$ cat config.mk
export PLATFORM = sky130hd
export DESIGN_NAME = i2c_master_byte_transmitter_flat
export DESIGN_NICKNAME = d
export VERILOG_FILES = /design/src/rtl/ibt_pkg.sv /design/src/rtl/ibt_in_if.sv /design/src/rtl/ibt_out_if.sv /design/src/rtl/ibt_core.sv /design/src/rtl/i2c_master_byte_transmitter.sv /design/src/flat_wrapper.sv
export SDC_FILE = /design/constraint.sdc
export NUM_CORES = 1
export LEC_CHECK = 0
export ABC_CLOCK_PERIOD_IN_PS = 3190
export BUFFER_PORTS_ARGS = -buffer_cell sky130_fd_sc_hd__buf_4
export CAP_MARGIN = 20
export CORE_UTILIZATION = 60
export DETAILED_ROUTE_END_ITERATION = 16
export PLACE_DENSITY = 0.81
export SYNTH_ARGS = -nofsm -noshare
export SYNTH_HDL_FRONTEND = slang
export SYNTH_SLANG_ARGS = --single-unit
$ cat constraint.sdc
create_clock -name i_clk -period 3.19 [get_ports i_clk]
set_input_delay 0.4785 -clock i_clk [delete_from_list [all_inputs] [get_ports i_clk]]
set_output_delay 0.4785 -clock i_clk [all_outputs]
set_load 0.01 [all_outputs]
$ cat src/rtl/ibt_pkg.sv
`timescale 1ns / 1ps
// ----------------------------------------------------------------------------
// ibt_pkg
// Shared types and constants for the I2C master byte transmitter.
// ----------------------------------------------------------------------------
package ibt_pkg;

    localparam int unsigned CFG_W        = 16;
    localparam logic [CFG_W-1:0] HALF_BIT_RESET = 16'd50;
    localparam int unsigned BYTE_BITS    = 8;
    localparam int unsigned BITS_CNT_W   = 4;

    typedef enum logic [1:0] {
        MODE_TICK  = 2'd0,
        MODE_SEND  = 2'd1,
        MODE_CLEAR = 2'd2,
        MODE_RSVD  = 2'd3
    } t_mode;

    typedef enum logic [2:0] {
        PH_IDLE     = 3'd0,
        PH_DLOW     = 3'd1,
        PH_DSTRETCH = 3'd2,
        PH_DHIGH    = 3'd3,
        PH_ALOW     = 3'd4,
        PH_ASTRETCH = 3'd5,
        PH_AHIGH    = 3'd6
    } t_phase;

    // Sticky failure bit positions
    localparam int unsigned FAIL_NO_ACK   = 0;
    localparam int unsigned FAIL_PROTOCOL = 1;

    typedef struct packed {
        logic [1:0] mode;
        logic [7:0] data_byte;
        logic       scl_high;
        logic       sda_high;
        logic       start_seen;
        logic       stop_seen;
    } t_item;

    typedef struct packed {
        logic scl_pull_low;
        logic sda_pull_low;
        logic busy_res;
        logic byte_done;
        logic no_ack_flag;
        logic protocol_fail_flag;
    } t_result;

endpackage

$ cat src/rtl/ibt_in_if.sv
`timescale 1ns / 1ps
// ----------------------------------------------------------------------------
// ibt_in_if
// Valid/ready channel carrying one bus tick item.
// ----------------------------------------------------------------------------
interface ibt_in_if;
    logic           valid;
    logic           ready;
    ibt_pkg::t_item item;

    modport source (output valid, output item, input ready);
    modport sink   (input valid, input item, output ready);
endinterface

$ cat src/rtl/ibt_out_if.sv
`timescale 1ns / 1ps
// ----------------------------------------------------------------------------
// ibt_out_if
// Valid/ready channel carrying one bus drive/status result.
// ----------------------------------------------------------------------------
interface ibt_out_if;
    logic             valid;
    logic             ready;
    ibt_pkg::t_result res;

    modport source (output valid, output res, input ready);
    modport sink   (input valid, input res, output ready);
endinterface

$ cat src/rtl/ibt_core.sv
`timescale 1ns / 1ps
// ----------------------------------------------------------------------------
// ibt_core
// Bit sequencer state and one-tick next-state logic. The result reflects
// the state after the tick being stepped.
// ----------------------------------------------------------------------------
module ibt_core #(
    parameter int unsigned DELAY_BITS = 16
) (
    input  logic                   i_clk,
    input  logic                   i_rst_n,
    input  logic                   i_step,
    input  logic [DELAY_BITS-1:0]  i_half_bit,
    input  ibt_pkg::t_item         i_item,
    output ibt_pkg::t_result       o_res
);

    ibt_pkg::t_phase                    r_phase, n_phase;
    logic [ibt_pkg::BYTE_BITS-1:0]      r_shift, n_shift;
    logic [ibt_pkg::BITS_CNT_W-1:0]     r_bits,  n_bits;
    logic [DELAY_BITS-1:0]              r_delay, n_delay;
    logic                               r_scl,   n_scl;
    logic [1:0]                         r_fail,  n_fail;

    logic                  dly_done;
    logic [DELAY_BITS-1:0] dly_dec;
    logic                  cond;
    logic                  done;
    logic                  data_ph;

    assign dly_done = (r_delay <= DELAY_BITS'(1));
    assign dly_dec  = dly_done ? '0 : (r_delay - DELAY_BITS'(1));
    assign cond     = i_item.start_seen | i_item.stop_seen;

    always_comb begin
        n_phase = r_phase;
        n_shift = r_shift;
        n_bits  = r_bits;
        n_delay = r_delay;
        n_scl   = r_scl;
        n_fail  = r_fail;
        done    = 1'b0;

        // clear first, so a flag raised on this tick survives
        if (i_item.mode == ibt_pkg::MODE_CLEAR) begin
            n_fail = '0;
        end

        case (r_phase)
            ibt_pkg::PH_IDLE: begin
                if (i_item.mode == ibt_pkg::MODE_SEND) begin
                    n_shift = i_item.data_byte;
                    n_bits  = ibt_pkg::BITS_CNT_W'(ibt_pkg::BYTE_BITS);
                    n_delay = i_half_bit;
                    n_phase = ibt_pkg::PH_DLOW;
                end
            end
            ibt_pkg::PH_DLOW, ibt_pkg::PH_DSTRETCH, ibt_pkg::PH_DHIGH: begin
                if (cond) begin
                    n_fail[ibt_pkg::FAIL_PROTOCOL] = 1'b1;
                    n_phase = ibt_pkg::PH_IDLE;
                    done    = 1'b1;
                end else if (r_phase == ibt_pkg::PH_DLOW) begin
                    n_delay = dly_dec;
                    if (dly_done) begin
                        n_scl   = 1'b0;
                        n_phase = ibt_pkg::PH_DSTRETCH;
                    end
                end else if (r_phase == ibt_pkg::PH_DSTRETCH) begin
                    // wait out any clock stretching
                    if (i_item.scl_high) begin
                        n_delay = i_half_bit;
                        n_phase = ibt_pkg::PH_DHIGH;
                    end
                end else begin
                    n_delay = dly_dec;
                    if (dly_done) begin
                        n_scl   = 1'b1;
                        n_shift = {r_shift[ibt_pkg::BYTE_BITS-2:0], 1'b0};
                        n_bits  = r_bits - ibt_pkg::BITS_CNT_W'(1);
                        n_delay = i_half_bit;
                        n_phase = (n_bits == '0) ? ibt_pkg::PH_ALOW : ibt_pkg::PH_DLOW;
                    end
                end
            end
            ibt_pkg::PH_ALOW: begin
                n_delay = dly_dec;
                if (dly_done) begin
                    n_scl   = 1'b0;
                    n_phase = ibt_pkg::PH_ASTRETCH;
                end
            end
            ibt_pkg::PH_ASTRETCH: begin
                if (i_item.scl_high) begin
                    n_delay = i_half_bit;
                    n_phase = ibt_pkg::PH_AHIGH;
                end
            end
            ibt_pkg::PH_AHIGH: begin
                n_delay = dly_dec;
                if (dly_done) begin
                    // sample ACK on the last tick of the high half
                    if (i_item.sda_high) begin
                        n_fail[ibt_pkg::FAIL_NO_ACK] = 1'b1;
                    end
                    n_scl   = 1'b1;
                    n_phase = ibt_pkg::PH_IDLE;
                    done    = 1'b1;
                end
            end
            default: begin
                n_phase = ibt_pkg::PH_IDLE;
            end
        endcase
    end

    assign data_ph = (n_phase == ibt_pkg::PH_DLOW) || (n_phase == ibt_pkg::PH_DSTRETCH) ||
                     (n_phase == ibt_pkg::PH_DHIGH);

    always_comb begin
        o_res.scl_pull_low       = n_scl;
        o_res.sda_pull_low       = data_ph && !n_shift[ibt_pkg::BYTE_BITS-1];
        o_res.busy_res           = (n_phase != ibt_pkg::PH_IDLE);
        o_res.byte_done          = done;
        o_res.no_ack_flag        = n_fail[ibt_pkg::FAIL_NO_ACK];
        o_res.protocol_fail_flag = n_fail[ibt_pkg::FAIL_PROTOCOL];
    end

    always_ff @(posedge i_clk) begin
        if (!i_rst_n) begin
            r_phase <= ibt_pkg::PH_IDLE;
            r_shift <= '0;
            r_bits  <= '0;
            r_delay <= '0;
            r_scl   <= 1'b0;
            r_fail  <= '0;
        end else if (i_step) begin
            r_phase <= n_phase;
            r_shift <= n_shift;
            r_bits  <= n_bits;
            r_delay <= n_delay;
            r_scl   <= n_scl;
            r_fail  <= n_fail;
        end
    end

endmodule

$ cat src/rtl/i2c_master_byte_transmitter.sv
`timescale 1ns / 1ps
// ----------------------------------------------------------------------------
// i2c_master_byte_transmitter
// Single-master I2C byte writer with ACK check, stepped by one tick item.
// ----------------------------------------------------------------------------
//  channel    dir  handshake      payload
//  i_in_ch    in   valid/ready    mode, data_byte, scl_high, sda_high,
//                                 start_seen, stop_seen
//  o_out_ch   out  valid/ready    scl_pull_low, sda_pull_low, busy_res,
//                                 byte_done, no_ack_flag, protocol_fail_flag
//  cfg        in   i_cfg_we       half_bit_ticks
//
//  An item is held in the input register, then steps the sequencer and
//  lands in the result register; one item per cycle is sustained while
//  the result is not stalled. A stalled result holds the input register,
//  which in turn drops ready. Synchronous reset returns the sequencer to
//  idle with SCL and SDA released and half_bit_ticks at 50.
// ----------------------------------------------------------------------------
module i2c_master_byte_transmitter #(
    parameter int unsigned DELAY_BITS = 16
) (
    input  logic                           i_clk,
    input  logic                           i_rst_n,
    input  logic                           i_cfg_we,
    input  logic [ibt_pkg::CFG_W-1:0]      i_cfg_wdata,
    ibt_in_if.sink                         i_in_ch,
    ibt_out_if.source                      o_out_ch
);

    logic [ibt_pkg::CFG_W-1:0] r_half_bit;
    logic [DELAY_BITS-1:0]     half_bit;
    ibt_pkg::t_item            r_in;
    logic                      r_in_vld;
    ibt_pkg::t_result          r_out;
    logic                      r_out_vld;
    ibt_pkg::t_result          step_res;
    logic                      fire;

    generate
        if (DELAY_BITS >= ibt_pkg::CFG_W) begin : g_ext
            assign half_bit = DELAY_BITS'(r_half_bit);
        end else begin : g_trunc
            assign half_bit = r_half_bit[DELAY_BITS-1:0];
        end
    endgenerate

    always_ff @(posedge i_clk) begin
        if (!i_rst_n) begin
            r_half_bit <= ibt_pkg::HALF_BIT_RESET;
        end else if (i_cfg_we) begin
            r_half_bit <= i_cfg_wdata;
        end
    end

    assign fire           = r_in_vld && (!r_out_vld || o_out_ch.ready);
    assign i_in_ch.ready  = !r_in_vld || fire;
    assign o_out_ch.valid = r_out_vld;
    assign o_out_ch.res   = r_out;

    always_ff @(posedge i_clk) begin
        if (!i_rst_n) begin
            r_in_vld <= 1'b0;
        end else if (i_in_ch.ready) begin
            r_in_vld <= i_in_ch.valid;
        end
    end

    always_ff @(posedge i_clk) begin
        if (i_in_ch.valid && i_in_ch.ready) begin
            r_in <= i_in_ch.item;
        end
    end

    ibt_core #(
        .DELAY_BITS (DELAY_BITS)
    ) u_core (
        .i_clk      (i_clk),
        .i_rst_n    (i_rst_n),
        .i_step     (fire),
        .i_half_bit (half_bit),
        .i_item     (r_in),
        .o_res      (step_res)
    );

    always_ff @(posedge i_clk) begin
        if (!i_rst_n) begin
            r_out_vld <= 1'b0;
        end else if (fire) begin
            r_out_vld <= 1'b1;
        end else if (o_out_ch.ready) begin
            r_out_vld <= 1'b0;
        end
    end

    always_ff @(posedge i_clk) begin
        if (fire) begin
            r_out <= step_res;
        end
    end

    // a stepped item always shows up as a result next cycle
    a_step_lands: assert property (@(posedge i_clk) disable iff (!i_rst_n)
        fire |=> r_out_vld)
        else $error("stepped item did not reach result register");

    // a finished or aborted transfer is no longer busy
    a_done_idle: assert property (@(posedge i_clk) disable iff (!i_rst_n)
        (r_out_vld && r_out.byte_done) |-> !r_out.busy_res)
        else $error("byte_done reported while still busy");

    // SDA is only driven during a transfer
    a_sda_busy: assert property (@(posedge i_clk) disable iff (!i_rst_n)
        (r_out_vld && r_out.sda_pull_low) |-> r_out.busy_res)
        else $error("SDA pulled low outside a transfer");

    // the input register never drops an item while the result stage stalls
    a_in_hold: assert property (@(posedge i_clk) disable iff (!i_rst_n)
        (r_in_vld && !fire) |=> r_in_vld)
        else $error("pending item lost");

endmodule
$ cat src/flat_wrapper.sv
// flat-port wrapper written by rule: the top's interface ports become plain ports
module i2c_master_byte_transmitter_flat 
#(
    parameter int unsigned DELAY_BITS = 16
)
  (i_clk, i_rst_n, i_cfg_we, i_cfg_wdata, i_in_ch_valid, i_in_ch_item, i_in_ch_ready, o_out_ch_valid, o_out_ch_res, o_out_ch_ready);
  ibt_in_if i_in_ch_i ();
  ibt_out_if o_out_ch_i ();
  input  logic i_clk;
  input  logic i_rst_n;
  input  logic i_cfg_we;
  input  logic [ibt_pkg::CFG_W-1:0] i_cfg_wdata;
  input wire logic [$bits(i_in_ch_i.valid)-1:0] i_in_ch_valid;
  input wire logic [$bits(i_in_ch_i.item)-1:0] i_in_ch_item;
  output wire logic [$bits(i_in_ch_i.ready)-1:0] i_in_ch_ready;
  output wire logic [$bits(o_out_ch_i.valid)-1:0] o_out_ch_valid;
  output wire logic [$bits(o_out_ch_i.res)-1:0] o_out_ch_res;
  input wire logic [$bits(o_out_ch_i.ready)-1:0] o_out_ch_ready;
  assign i_in_ch_i.valid = i_in_ch_valid;
  assign i_in_ch_i.item = i_in_ch_item;
  assign i_in_ch_ready = i_in_ch_i.ready;
  assign o_out_ch_valid = o_out_ch_i.valid;
  assign o_out_ch_res = o_out_ch_i.res;
  assign o_out_ch_i.ready = o_out_ch_ready;
  i2c_master_byte_transmitter #(.DELAY_BITS(DELAY_BITS)) u_core (.i_clk(i_clk), .i_rst_n(i_rst_n), .i_cfg_we(i_cfg_we), .i_cfg_wdata(i_cfg_wdata), .i_in_ch(i_in_ch_i), .o_out_ch(o_out_ch_i));
endmodule
==> run summary <==
The flow ran to the end, and the final reports show no timing, DRC or antenna violations. The clock period could shrink to 2.87 ns. In this run the deepest clock path goes through 2 buffers.

The final total power is 2660 uW, and the number of endpoints with negative hold slack in the final report is 0. For this design the ratio of total power to cell area is 525 nW/um^2. The critical setup path kind is reg2reg.

Counting flops and latches in the post-synthesis netlist gives 72. Port buffer count: 42. The ratio of cells with drive above 1 in the final layout was 0.183; the final worst-path cycle share was 0.900. The global router's overall resource usage was 0.338.

First element of the critical path: u_core.u_core.r_delay[0]. The total routed wirelength came out at 12700 um. Counting instances in the post-synthesis netlist gives the leading cell types as 52 x dfxtp_1, 52 x nand2_1, 37 x nor2_1. Relative to the synthesized area, the layout overhead comes to 12.0%.

The reported leakage power was 0.00194 uW; the fraction of registers with async set or reset after synthesis was 0. The tools report the antenna diode count as 0. The worst setup path is captured at a flip-flop.

The H-tree was split into 3 levels. The sum of negative setup slack is 0 ns. Setup repair after global routing left no endpoint under its margin.

The area of all placed cells without fillers came out at 5060 um^2. The tools report the total of hold buffers inserted after clock tree synthesis as 0. The min-delay analysis places its worst path in the category in2reg.

Summed over all instances, the cell type with the most area after synthesis is dfxtp_1. Of all nets on the critical path, the largest fanout is 9. In the post-synthesis netlist, the biggest area contributors are dfxtp_1 23%, edfxtp_1 13%, mux2i_1 5.3%, nand2_1 4.3%, o21ai_0 3.8%. For the count of pins over their slew limit, the log shows 0. Setup violations remaining at the end of the flow were counted as 0. The clock latency at the later pin of the worst-skew pair was 0.35 ns; the routed metal-1 wirelength was 4900 um. After floorplanning, the core was sized to cover 7250 um^2. Once layout is complete, the cells apart from fillers number 661.

The met2 routed wirelength was 5900 um; the die height was 88.8 um. Across all layers, the routed design uses 4494 vias. The tools report the post-route DRC violation count as 0. Summed over all nets, wire length on met3 after detailed routing comes to 1310 um.

The cell count after placement was 645; the die area was 7880 um^2. Across the run, the number of max-cap violations was 0. Via count normalized by instance count: 6.80. The share of the synthesized area in the top cell type is 0.230. The count of antenna-violating nets left after detailed routing is 0, and the worst-case register-to-register setup slack is 0.32 ns.

The logs give 0.623 for the starting utilization of the core area and 33 for the largest net degree at the start of global routing. The cell with the largest stage delay on the worst path is or3_1. Counting every net in the synthesized netlist gives 567.

After technology mapping, the gate count stands at 528. Derived from the worst setup path, the maximum achievable clock frequency is 348 MHz. Highest signal layer in the routed design: met4. The sequential share of the synthesized area was 0.363. The slew at the pin with the worst max-slew slack is 0.850 ns. The worst-case IR drop observed on VDD is 0.260 mV.

The run gives 4139 as the number of global-route vias before repair. Traced cell by cell, the critical path runs through inv_1 > ha_1 > nor2_2 > or2_1 > or3_1 > nor4_4 > a21oi_2 > nor3b_1. STA classifies the critical path startpoint as a flip-flop. Once placement finished, the instance area stood at 4870 um^2. The average cell area after synthesis was 8.55 um^2; the count of distinct cell types in the synthesized netlist was 82. For the max-slew headroom at the worst pin, the log shows 0.433. The initial antenna violation count is 0, and the post-CTS setup buffer count is 0.

The first-iteration detailed-routing DRC count came out at 580. For the total number of clock tree sinks, the log shows 72. The delay of the slowest critical-path stage was 0.55 ns. Warning count from the yosys run: 0.

In the synthesized netlist the dominant register cell turns out to be dfxtp_1. The synthesized design contains 20 enable-type register cells. The critical path data arrival time is 2.96 ns. The number of core rows was 31. Startpoint of the lowest-slack register-to-register path: u_core.u_core.r_delay[0].

The run gives 3.28 ns as the worst path required time. The first-pass GRT wire length is 20200 um. The worst hold path begins at i_in_ch_item[13]. The count of nets after finishing came out at 596.

After clock tree synthesis, the clock-pin slew on the worst setup and hold paths is 0.08 ns. At the end of routability-driven placement, the weighted congestion stood at 1.01. The number of clock buffers added by TritonCTS is 9. After global routing the overflow that remains totals 0.

Once the clock tree was built, the resizer swapped 0 gates to a different size. 43 I/O pins were placed. The tools report the setup clock skew after layout as 0.00680 ns.

The die outline width is 88.8 um. TritonCTS built the clock tree. After detailed routing, the average wire length per cell comes to 19.2 um. The run gives 8670 um as the final HPWL from detailed placement. The cell area that synthesis handed to floorplanning was 4520 um^2. Clock tree synthesis selected as its root buffer the cell clkbuf_8.

For this run, the detailed router's first-pass iteration total came to 11.
[per-stage QoR]
step,setup slack [ns],util,hold slack (ns)
floorplan,0.791,-,0.428
global placement,0.467,0.672,0.441
detailed placement,0.373,0.672,0.463
CTS,0.350,0.698,0.290
global route,0.154,0.698,0.280
finish,0.320,0.698,0.303
[cells in the final DEF, fill, tap and decap left out, types with 14 or more instances in the layout]
master,Yosys,layout
mux2i_1,24,24
nor2b_1,17,17
buf_4,4,58
nand3_1,15,15
a21oi_1,26,26
nand2_1,52,52
nor2_1,37,37
o22ai_1,14,14
o21ai_0,34,34
dfxtp_1,52,52
edfxtp_1,20,20
[logic make-up after synthesis]
logic type	synth area share
adder cells (fa/ha/maj)	0.0111
multiplexers	0.0607
buffers and inverters	0.0551
AND/OR/NAND/NOR	0.240
flip-flops	0.363
AO/OA/AOI/OAI	0.256
XOR/XNOR	0.0136
[worst max-delay path, delay by kind of cell, from the launching register on]
family / cells / cell delay (ns)
buffers and inverters: 1 / 0.10
AO/OA/AOI/OAI: 1 / 0.13
flip-flops: 1 / 0.37
AND/OR/NAND/NOR: 5 / 1.66
adder cells (fa/ha/maj): 1 / 0.35
[sequential cells by signal (all words and copies together), names as in the netlist]
register and flops:
u_core.half_bit 16, u_core.u_core.r_delay 16, u_core.r_in 14, u_core.u_core.r_shift 8
u_core.o_out_ch.res 6, u_core.u_core.r_bits 4, u_core.u_core.r_phase 3, u_core.u_core.r_fail 2
u_core.o_out_ch.valid 1, u_core.r_in_vld 1, u_core.u_core.r_scl 1
[power breakdown]
group	total [uW]	internal, uW	switching [uW]	leakage, uW
registers	1070	999	67.3	0.000619
logic	881	330	551	0.00123
clock network	710	359	351	0.0000960
total	2660	1690	969	0.00194
[path summary, 6_finish.rpt]
kind / cells after the start / end
worst max-delay path: 8 / u_core.o_out_ch.res[4]
worst min register to register: 2 / u_core.u_core.r_fail[1]
worst max register to register: 8 / u_core.o_out_ch.res[4]
worst min-delay path: 1 / u_core.r_in[13]
[layout make-up]
class	instances	area [um^2]
timing repair buffer	58	435
clock inverter	6	61.3
inverter	12	45.0
tap	99	124
multi-input combinational	404	2630
sequential	72	1640
clock buffer	10	128
fill	603	2190
[layer usage]
metal,vias up,track usage
met5,-,0
met4,0,0.192
met1,2052,0.416
li1,2055,-
met2,323,0.546
met3,64,0.0784
No activity file was read; power rests on OpenSTA's default activity.
